**config.mk**
```make
export PLATFORM = sky130hd
export DESIGN_NAME = sensor_history_window_features
export DESIGN_NICKNAME = d
export VERILOG_FILES = /design/src/design/shwf_pkg.sv /design/src/design/sensor_history_window_features.sv /design/src/design/shwf_ram.sv /design/src/design/shwf_div.sv
export SDC_FILE = /design/constraint.sdc
export NUM_CORES = 2
export LEC_CHECK = 0
export ABC_AREA = 0
export BUFFER_PORTS_ARGS = -buffer_cell sky130_fd_sc_hd__buf_2
export CAP_MARGIN = 0
export CORE_MARGIN = 4
export CORE_UTILIZATION = 56
export CTS_CLUSTER_DIAMETER = 50
export DETAILED_ROUTE_END_ITERATION = 16
export HOLD_SLACK_MARGIN = 0.05
export PLACE_DENSITY = 0.76
export SLEW_MARGIN = 20
export SYNTH_ARGS = -nofsm -noshare
export SYNTH_HDL_FRONTEND = slang
export SYNTH_SLANG_ARGS = --single-unit
```
**constraint.sdc**
```tcl
create_clock -name clk -period 9.53 [get_ports clk]
set_input_delay 0.4765 -clock clk [delete_from_list [all_inputs] [get_ports clk]]
set_output_delay 0.4765 -clock clk [all_outputs]
set_load 0.01 [all_outputs]
```
**src/design/shwf_pkg.sv**
```systemverilog
// shared constants, register indexes and sequencer states for the history window feature block
package shwf_pkg;

  localparam int DEF_HISTORY_DEPTH = 24;
  localparam int DEF_LOG_INTERVAL  = 3600;
  localparam int DEF_SAMPLE_WIDTH  = 16;

  localparam int NUM_CHANNELS = 5;
  localparam int NUM_CFG      = 8;
  localparam int CFG_IDX_W    = 3;
  localparam int TIME_W       = 32;
  localparam int NUM_FLAGS    = 4;

  // channel lanes in a history word
  localparam int CH_MOISTURE    = 0;
  localparam int CH_LIGHT       = 1;
  localparam int CH_TEMPERATURE = 2;
  localparam int CH_HUMIDITY    = 3;
  localparam int CH_AIRFLOW     = 4;

  // configuration register indexes
  localparam logic [CFG_IDX_W-1:0] CFG_MOISTURE_MIN    = 3'd0;
  localparam logic [CFG_IDX_W-1:0] CFG_MOISTURE_MAX    = 3'd1;
  localparam logic [CFG_IDX_W-1:0] CFG_LIGHT_MIN       = 3'd2;
  localparam logic [CFG_IDX_W-1:0] CFG_LIGHT_MAX       = 3'd3;
  localparam logic [CFG_IDX_W-1:0] CFG_TEMPERATURE_MIN = 3'd4;
  localparam logic [CFG_IDX_W-1:0] CFG_TEMPERATURE_MAX = 3'd5;
  localparam logic [CFG_IDX_W-1:0] CFG_HUMIDITY_MIN    = 3'd6;
  localparam logic [CFG_IDX_W-1:0] CFG_HUMIDITY_MAX    = 3'd7;

  typedef enum logic [1:0] {
    ST_IDLE,
    ST_SUM,
    ST_DIV,
    ST_OUT
  } state_t;

  // handshake between the sequencer and the shared divider
  typedef struct packed {
    logic start;
  } div_req_t;

  typedef struct packed {
    logic done;
  } div_rsp_t;

endpackage

```
**src/design/sensor_history_window_features.sv**
```systemverilog
// top level: sensor history ring, window averages, range offsets and flags
//
// One input word carries five signed Q8.8 readings and a seconds timestamp.
// The first word after reset, and any word at least LOG_INTERVAL seconds
// (mod 2^32) after the last logged one, is written into the history ring.
// Each input word gives exactly one result word: five window averages,
// four doubled midpoint offsets, range flags and the logged bit.
// Per word: the word is accepted, the filled entries are summed through the
// ram read port, then each channel sum goes through the shared serial
// divider (start, one step per quotient bit, done), which is skipped when
// the window is empty, and the result stays in the output register. With
// the defaults (24 entries, 16-bit samples) SUM_W is 21.
// in_stall is high from acceptance until the result word is taken, so one
// word is in flight at a time; while out_stall is high the result holds.
// Synchronous reset clears the ring pointer, the full flag, the last log
// time and the sequencer and loads the range registers with full-scale
// bounds; history contents are not cleared, only written entries are read.
// Configuration writes are taken in any cycle and must happen while idle.
module sensor_history_window_features #(
  parameter int HISTORY_DEPTH = shwf_pkg::DEF_HISTORY_DEPTH,
  parameter int LOG_INTERVAL  = shwf_pkg::DEF_LOG_INTERVAL,
  parameter int SAMPLE_WIDTH  = shwf_pkg::DEF_SAMPLE_WIDTH
) (
  input  logic                                clk,
  input  logic                                rst_n,

  input  logic                                cfg_we,
  input  logic [shwf_pkg::CFG_IDX_W-1:0]      cfg_index,
  input  logic [SAMPLE_WIDTH-1:0]             cfg_data,

  input  logic                                in_valid,
  output logic                                in_stall,
  input  logic signed [SAMPLE_WIDTH-1:0]      in_moisture_sample,
  input  logic signed [SAMPLE_WIDTH-1:0]      in_light_sample,
  input  logic signed [SAMPLE_WIDTH-1:0]      in_temperature_sample,
  input  logic signed [SAMPLE_WIDTH-1:0]      in_humidity_sample,
  input  logic signed [SAMPLE_WIDTH-1:0]      in_airflow_sample,
  input  logic [shwf_pkg::TIME_W-1:0]         in_time_seconds,

  output logic                                out_valid,
  input  logic                                out_stall,
  output logic signed [SAMPLE_WIDTH-1:0]      out_avg_moisture,
  output logic signed [SAMPLE_WIDTH-1:0]      out_avg_light,
  output logic signed [SAMPLE_WIDTH-1:0]      out_avg_temperature,
  output logic signed [SAMPLE_WIDTH-1:0]      out_avg_humidity,
  output logic signed [SAMPLE_WIDTH-1:0]      out_avg_airflow,
  output logic signed [SAMPLE_WIDTH+1:0]      out_moisture_offset2,
  output logic signed [SAMPLE_WIDTH+1:0]      out_light_offset2,
  output logic signed [SAMPLE_WIDTH+1:0]      out_temperature_offset2,
  output logic signed [SAMPLE_WIDTH+1:0]      out_humidity_offset2,
  output logic [shwf_pkg::NUM_FLAGS-1:0]      out_range_flags,
  output logic                                out_sample_logged
);

  localparam int NCH   = shwf_pkg::NUM_CHANNELS;
  localparam int NCFG  = shwf_pkg::NUM_CFG;
  localparam int NOFF  = shwf_pkg::NUM_FLAGS;
  localparam int TW    = shwf_pkg::TIME_W;
  localparam int SW    = SAMPLE_WIDTH;
  localparam int AW    = $clog2(HISTORY_DEPTH);
  localparam int CNT_W = $clog2(HISTORY_DEPTH + 1);
  localparam int SUM_W = SAMPLE_WIDTH + CNT_W;
  localparam int OFF_W = SAMPLE_WIDTH + 2;
  localparam int CH_W  = $clog2(NCH);
  localparam int WORD_W = NCH * SAMPLE_WIDTH;

  shwf_pkg::state_t state_r, state_nxt;

  logic signed [SW-1:0] cfg_r [NCFG];

  logic [AW-1:0]    write_slot_r;
  logic             window_full_r;
  logic [TW-1:0]    last_log_r;
  logic [CNT_W-1:0] count_r;
  logic [CNT_W-1:0] iss_r;
  logic             pend_r;
  logic [CH_W-1:0]  ch_r;
  logic             started_r;

  logic signed [SUM_W-1:0] acc_r [NCH];
  logic signed [SW-1:0]    avg_r [NCH];
  logic signed [OFF_W-1:0] off_r [NOFF];
  logic [NOFF-1:0]         flags_r;
  logic                    logged_r;

  logic signed [SW-1:0]    smp_in [NCH];
  logic signed [OFF_W-1:0] off_in [NOFF];
  logic [NOFF-1:0]         oor;
  logic [NOFF-1:0]         flags_in;
  logic [TW-1:0]           elapsed;
  logic                    do_log;
  logic                    slot_wrap;
  logic [AW-1:0]           slot_new;
  logic                    full_new;
  logic [CNT_W-1:0]        count_new;
  logic                    accept;
  logic                    issue;
  logic                    sum_done;
  logic [WORD_W-1:0]       wdata;
  logic [WORD_W-1:0]       rdata;

  shwf_pkg::div_req_t      div_req;
  shwf_pkg::div_rsp_t      div_rsp;
  logic signed [SUM_W-1:0] div_quo;

  // accept-time decisions
  always_comb begin
    smp_in[shwf_pkg::CH_MOISTURE]    = in_moisture_sample;
    smp_in[shwf_pkg::CH_LIGHT]       = in_light_sample;
    smp_in[shwf_pkg::CH_TEMPERATURE] = in_temperature_sample;
    smp_in[shwf_pkg::CH_HUMIDITY]    = in_humidity_sample;
    smp_in[shwf_pkg::CH_AIRFLOW]     = in_airflow_sample;

    for (int c = 0; c < NCH; c++) begin
      wdata[c*SW +: SW] = smp_in[c];
    end

    elapsed   = in_time_seconds - last_log_r;
    do_log    = ((write_slot_r == '0) && !window_full_r) || (elapsed >= TW'(LOG_INTERVAL));
    slot_wrap = write_slot_r == AW'(HISTORY_DEPTH - 1);
    slot_new  = write_slot_r;
    if (do_log) begin
      slot_new = slot_wrap ? '0 : write_slot_r + 1'b1;
    end
    full_new  = window_full_r | (do_log & slot_wrap);
    count_new = full_new ? CNT_W'(HISTORY_DEPTH) : CNT_W'(slot_new);

    // offsets and flags for the four ranged channels, register pair 2c and 2c+1
    for (int c = 0; c < NOFF; c++) begin
      off_in[c] = (OFF_W'(smp_in[c]) <<< 1) - OFF_W'(cfg_r[2*c]) - OFF_W'(cfg_r[2*c+1]);
      oor[c]    = (smp_in[c] < cfg_r[2*c]) || (smp_in[c] > cfg_r[2*c+1]);
    end
    flags_in = {oor[shwf_pkg::CH_LIGHT], oor[shwf_pkg::CH_MOISTURE],
                oor[shwf_pkg::CH_HUMIDITY], oor[shwf_pkg::CH_TEMPERATURE]};
  end

  assign accept   = in_valid && !in_stall;
  assign issue    = (state_r == shwf_pkg::ST_SUM) && (iss_r < count_r);
  assign sum_done = (state_r == shwf_pkg::ST_SUM) && !issue && !pend_r;

  // next state
  always_comb begin
    state_nxt = state_r;
    case (state_r)
      shwf_pkg::ST_IDLE: begin
        if (accept) state_nxt = shwf_pkg::ST_SUM;
      end
      shwf_pkg::ST_SUM: begin
        if (sum_done) state_nxt = (count_r == '0) ? shwf_pkg::ST_OUT : shwf_pkg::ST_DIV;
      end
      shwf_pkg::ST_DIV: begin
        if (div_rsp.done && (ch_r == CH_W'(NCH - 1))) state_nxt = shwf_pkg::ST_OUT;
      end
      shwf_pkg::ST_OUT: begin
        if (!out_stall) state_nxt = shwf_pkg::ST_IDLE;
      end
      default: state_nxt = shwf_pkg::ST_IDLE;
    endcase
  end

  // sequencer outputs
  always_comb begin
    in_stall      = 1'b1;
    out_valid     = 1'b0;
    div_req.start = 1'b0;
    case (state_r)
      shwf_pkg::ST_IDLE: in_stall = !rst_n;
      shwf_pkg::ST_SUM:  ;
      shwf_pkg::ST_DIV:  div_req.start = !started_r;
      shwf_pkg::ST_OUT:  out_valid = 1'b1;
      default:           ;
    endcase
  end

  // control state
  always_ff @(posedge clk) begin
    if (!rst_n) begin
      state_r       <= shwf_pkg::ST_IDLE;
      write_slot_r  <= '0;
      window_full_r <= 1'b0;
      last_log_r    <= '0;
      count_r       <= '0;
      iss_r         <= '0;
      pend_r        <= 1'b0;
      ch_r          <= '0;
      started_r     <= 1'b0;
    end else begin
      state_r <= state_nxt;
      pend_r  <= issue;
      if (accept) begin
        write_slot_r  <= slot_new;
        window_full_r <= full_new;
        count_r       <= count_new;
        iss_r         <= '0;
        ch_r          <= '0;
        started_r     <= 1'b0;
        if (do_log) last_log_r <= in_time_seconds;
      end
      if (issue) iss_r <= iss_r + 1'b1;
      if (div_req.start) started_r <= 1'b1;
      if (div_rsp.done) begin
        started_r <= 1'b0;
        ch_r      <= ch_r + 1'b1;
      end
    end
  end

  // range registers
  always_ff @(posedge clk) begin
    if (!rst_n) begin
      for (int i = 0; i < NCFG; i += 2) begin
        cfg_r[i]   <= {1'b1, {(SW-1){1'b0}}};
        cfg_r[i+1] <= {1'b0, {(SW-1){1'b1}}};
      end
    end else if (cfg_we) begin
      cfg_r[cfg_index] <= cfg_data;
    end
  end

  // payload
  always_ff @(posedge clk) begin
    if (accept) begin
      for (int c = 0; c < NCH; c++) begin
        acc_r[c] <= '0;
        avg_r[c] <= smp_in[c];  // empty window falls back to the current word
      end
      for (int c = 0; c < NOFF; c++) begin
        off_r[c] <= off_in[c];
      end
      flags_r  <= flags_in;
      logged_r <= do_log;
    end
    if (pend_r) begin
      for (int c = 0; c < NCH; c++) begin
        acc_r[c] <= acc_r[c] + SUM_W'($signed(rdata[c*SW +: SW]));
      end
    end
    if (div_rsp.done) begin
      avg_r[ch_r] <= div_quo[SW-1:0];
    end
  end

  shwf_ram #(
    .WIDTH(WORD_W),
    .DEPTH(HISTORY_DEPTH)
  ) u_ram (
    .clk  (clk),
    .we   (accept && do_log),
    .waddr(write_slot_r),
    .wdata(wdata),
    .raddr(iss_r[AW-1:0]),
    .rdata(rdata)
  );

  shwf_div #(
    .DIVIDEND_W(SUM_W),
    .DIVISOR_W (CNT_W)
  ) u_div (
    .clk     (clk),
    .rst_n   (rst_n),
    .req     (div_req),
    .dividend(acc_r[ch_r]),
    .divisor (count_r),
    .rsp     (div_rsp),
    .quotient(div_quo)
  );

  assign out_avg_moisture        = avg_r[shwf_pkg::CH_MOISTURE];
  assign out_avg_light           = avg_r[shwf_pkg::CH_LIGHT];
  assign out_avg_temperature     = avg_r[shwf_pkg::CH_TEMPERATURE];
  assign out_avg_humidity        = avg_r[shwf_pkg::CH_HUMIDITY];
  assign out_avg_airflow         = avg_r[shwf_pkg::CH_AIRFLOW];
  assign out_moisture_offset2    = off_r[shwf_pkg::CH_MOISTURE];
  assign out_light_offset2       = off_r[shwf_pkg::CH_LIGHT];
  assign out_temperature_offset2 = off_r[shwf_pkg::CH_TEMPERATURE];
  assign out_humidity_offset2    = off_r[shwf_pkg::CH_HUMIDITY];
  assign out_range_flags         = flags_r;
  assign out_sample_logged       = logged_r;

endmodule

```
**src/design/shwf_ram.sv**
```systemverilog
// generic single write port, single read port ram with registered read
module shwf_ram #(
  parameter int WIDTH = 80,
  parameter int DEPTH = 24
) (
  input  logic                     clk,
  input  logic                     we,
  input  logic [$clog2(DEPTH)-1:0] waddr,
  input  logic [WIDTH-1:0]         wdata,
  input  logic [$clog2(DEPTH)-1:0] raddr,
  output logic [WIDTH-1:0]         rdata
);

  logic [WIDTH-1:0] mem_r [DEPTH];
  logic [WIDTH-1:0] rdata_r;

  always_ff @(posedge clk) begin
    if (we) begin
      mem_r[waddr] <= wdata;
    end
    rdata_r <= mem_r[raddr];
  end

  assign rdata = rdata_r;

endmodule

```
**src/design/shwf_div.sv**
```systemverilog
// iterative signed by unsigned restoring divider, one quotient bit per cycle, truncates toward zero
module shwf_div #(
  parameter int DIVIDEND_W = 21,
  parameter int DIVISOR_W  = 5
) (
  input  logic                         clk,
  input  logic                         rst_n,
  input  shwf_pkg::div_req_t           req,
  input  logic signed [DIVIDEND_W-1:0] dividend,
  input  logic [DIVISOR_W-1:0]         divisor,
  output shwf_pkg::div_rsp_t           rsp,
  output logic signed [DIVIDEND_W-1:0] quotient
);

  localparam int CW = $clog2(DIVIDEND_W + 1);

  logic                  busy_r, busy_nxt;
  logic                  done_r, done_nxt;
  logic [CW-1:0]         cnt_r, cnt_nxt;
  logic [DIVISOR_W-1:0]  rem_r, rem_nxt;
  logic [DIVIDEND_W-1:0] quo_r, quo_nxt;
  logic [DIVISOR_W-1:0]  dvs_r, dvs_nxt;
  logic                  neg_r, neg_nxt;

  logic [DIVISOR_W:0]    trial;
  logic [DIVISOR_W:0]    diff;
  logic                  fits;
  logic [DIVIDEND_W-1:0] mag;

  always_comb begin
    mag   = dividend[DIVIDEND_W-1] ? (~dividend + 1'b1) : dividend;
    trial = {rem_r, quo_r[DIVIDEND_W-1]};
    diff  = trial - {1'b0, dvs_r};
    fits  = trial >= {1'b0, dvs_r};

    busy_nxt = busy_r;
    done_nxt = 1'b0;
    cnt_nxt  = cnt_r;
    rem_nxt  = rem_r;
    quo_nxt  = quo_r;
    dvs_nxt  = dvs_r;
    neg_nxt  = neg_r;

    if (req.start) begin
      busy_nxt = 1'b1;
      cnt_nxt  = CW'(DIVIDEND_W);
      rem_nxt  = '0;
      quo_nxt  = mag;
      dvs_nxt  = divisor;
      neg_nxt  = dividend[DIVIDEND_W-1];
    end else if (busy_r) begin
      rem_nxt = fits ? diff[DIVISOR_W-1:0] : trial[DIVISOR_W-1:0];
      quo_nxt = {quo_r[DIVIDEND_W-2:0], fits};
      cnt_nxt = cnt_r - 1'b1;
      if (cnt_r == CW'(1)) begin
        busy_nxt = 1'b0;
        done_nxt = 1'b1;
      end
    end
  end

  always_ff @(posedge clk) begin
    if (!rst_n) begin
      busy_r <= 1'b0;
      done_r <= 1'b0;
      cnt_r  <= '0;
    end else begin
      busy_r <= busy_nxt;
      done_r <= done_nxt;
      cnt_r  <= cnt_nxt;
    end
  end

  always_ff @(posedge clk) begin
    rem_r <= rem_nxt;
    quo_r <= quo_nxt;
    dvs_r <= dvs_nxt;
    neg_r <= neg_nxt;
  end

  assign rsp.done = done_r;
  assign quotient = neg_r ? (~quo_r + 1'b1) : quo_r;

endmodule

```
==> results.json <==
{
  "crit_type": "reg2reg",
  "end_kind": "register",
  "finalHoldViolCount": 0,
  "synth_area_um2": 107000,
  "ir_drop_mv": 0.213,
  "cp-start-kind": "register",
  "status": "completed",
  "synth-edff-count": 2337,
  "cts-root-buf": "clkbuf_16",
  "routed_wl_um": 289000,
  "avgSynthCellArea_um2": 17.5,
  "initial_utilization_pct": 56.4,
  "dp_slack_ns": 3.35,
  "numClockSinks": 2487,
  "drive_gt1_share_pct": 21.3,
  "clock_path_buffers": 4,
  "cellPowerDensity_nw_per_um2": 231,
  "fill_cells": 12655,
  "dp_hpwl_um": 178000,
  "finClkSkew_ns": 0.111,
  "postCtsSetupBuffers": 0,
  "min_period_over_period_pct": 61.9,
  "setup_viol_count_final": 0,
  "die_area_um2": 199000,
  "fin_hold_ws_ns": 0.0819,
  "instances_no_fill": 9375,
  "synth_ff_type": "edfxtp_1",
  "drt-initial-drc-count": 7786,
  "dp.cells": 8822,
  "antenna_found_initial": 30,
  "grt_max_degree": 130,
  "cts_hold_buf": 51,
  "track_usage_pct": 29.2,
  "ys_seq_area_share_pct": 68.1,
  "path_max_fanout": 55,
  "coreArea_um2": 190000,
  "vias_per_cell": 6.46,
  "hp-class": "in2reg",
  "grt_pass1_wl_um": 420000,
  "critPathRequiredTime_ns": 10.05,
  "cts_tree": "built",
  "yosysWarnings": 0,
  "overflow": 0,
  "cts_resized": 0,
  "insertion_delay_ns": 0.96,
  "num_vias": 60567,
  "synthCells": 6152,
  "tns_ns": 0,
  "ys_ff_latch": 2487,
  "drc": 0,
  "io_pins": 295,
  "slew_violations": 0,
  "clock.fmax_ghz": 0.169,
  "max_cap_violations": 0,
  "p_leak_nw": 41.2,
  "fin_ws_ns": 3.63,
  "layout-area-overhead-vs-synth_pct": 13.2,
  "worstMarginPinSlew_ns": 1.16,
  "clk_pin_slew_ns": 0.06,
  "fin_nets": 7208,
  "die_y_um": 446,
  "htree_levels": 5,
  "seqCellArea_um2": 73200,
  "rows": 160,
  "cts_made_buffers": 280,
  "slew_headroom_pct": 22.7,
  "ys_types": 87,
  "port_buffers": 294,
  "gp_congestion": 0.873,
  "ant_nets": 0,
  "wire_per_inst_um": 30.9,
  "syn_nets": 6714,
  "fin_crit_ns": 5.90,
  "rsz0062_at_grt": "no",
  "grt_pass1_vias": 60630,
  "crit_arrival_ns": 6.42,
  "multiInputGateArea_um2": 32500,
  "async_reset_ff_share_pct": 0,
  "firstDrtPassIters": 6,
  "final_cell_mix": "2337 x edfxtp_1, 581 x mux4_2, 355 x ha_1, 294 x buf_2, 286 x clkbuf_16",
  "layout_commonest_cell": "edfxtp_1",
  "die_x_um": 446
}
## through the flow
stage          total power [mW]  utilization (%)  instance area [um2]
3_3_place_gp               17.7             59.0               112000
6_report                   28.1             63.9               122000
5_1_grt                    29.1             63.9               122000
4_1_cts                    28.2             63.8               122000
2_1_floorplan              16.0                -               107000
3_5_place_dp               17.8             59.0               112000
## where the power goes
part	switching [mW]	leakage, nW	internal (mW)
logic	2.94	14.5	1.93
registers	0.298	22.5	12.5
clock network	4.29	4.24	6.10
total	7.53	41.2	20.6
## metal layers
metal	global-route usage (%)	up-vias	share of wire (%)
li1	-	25301	-
met1	39.6	30795	36
met2	45.5	3772	47
met3	6.53	687	11
met4	14.3	12	5.4
met5	0	-	0.031
## synthesized netlist by cell type, drive strengths merged (33+ instances only)
master / count / share of area [%]
dfxtp: 150 / 2.8
nor2b: 45 / 0.26
mux4: 581 / 12
nand3: 58 / 0.27
fa: 71 / 1.3
nor3: 55 / 0.27
inv: 279 / 0.97
buf: 81 / 0.32
clkbuf: 169 / 0.59
a21oi: 273 / 1.3
or3: 82 / 0.48
xnor2: 135 / 1.1
nor2: 240 / 0.84
o21ai: 187 / 0.87
edfxtp: 2337 / 65
o21a: 34 / 0.24
nand2: 198 / 0.69
a21o: 94 / 0.66
and2: 151 / 0.88
xor2: 66 / 0.54
mux2i: 146 / 1.4
nand2b: 33 / 0.19
ha: 355 / 4.1
## logic make-up (layout without fill, tap and decap cells)
family | Yosys count | after routing | share of synthesized area [%]
XOR/XNOR | 201 | 201 | 1.64
flip-flops | 2487 | 2487 | 68.1
AO/OA/AOI/OAI | 789 | 789 | 4.60
adder cells (fa/ha/maj) | 426 | 426 | 5.46
multiplexers | 728 | 728 | 13.5
other | 0 | 21 | 0
AND/OR/NAND/NOR | 991 | 991 | 4.76
buffers and inverters | 530 | 1221 | 1.89
## sequential cells by signal, summed over array words and instances (netlist names), 21 cells and up, named ones only
signal       cells
acc_r          105
avg_r           80
cfg_r          128
last_log_r      32
off_r           72
u_div.quo_r     21
u_ram.mem_r   1920
u_ram.rdata     80
## cell type report
class                   count  area share, %
flip-flops and latches   2487           60.2
inverters                 280          0.866
diodes                     21         0.0432
well taps                2511           2.58
multi-input cells        3135           26.7
clock buffers             335           6.04
repair buffers            462           2.45
clock inverters           144           1.11
## worst max-delay path: stages (launching register included)
cell and delay (ns):
dfxtp_1 0.32, inv_1 0.04, ha_1 0.36, o211a_1 0.19, o31ai_2 0.10, a21oi_2 0.35, a2111oi_2 0.15, nor4_1 0.61
nand2_1 0.14, mux2i_1 0.29, nor4b_4 0.12, a31oi_4 0.47, buf_12 0.34, nand2_1 0.29, nor2_4 0.86, buf_4 0.75
## path summary, 6_finish.rpt
check,from,endpoint,slack [ns],cells past startpoint
max,last_log_r[4]$_SDFFE_PN0P_,u_ram.mem_r[10][54]$_DFFE_PP_,3.63,15
min,in_airflow_sample[14],u_ram.mem_r[8][78]$_DFFE_PP_,0.08,1
max reg2reg,last_log_r[4]$_SDFFE_PN0P_,u_ram.mem_r[10][54]$_DFFE_PP_,3.63,15
min reg2reg,u_div.rem_r[4]$_SDFFE_PP0P_,u_div.rem_r[4]$_SDFFE_PP0P_,0.47,2
No activity file was read; power rests on OpenSTA's default activity.
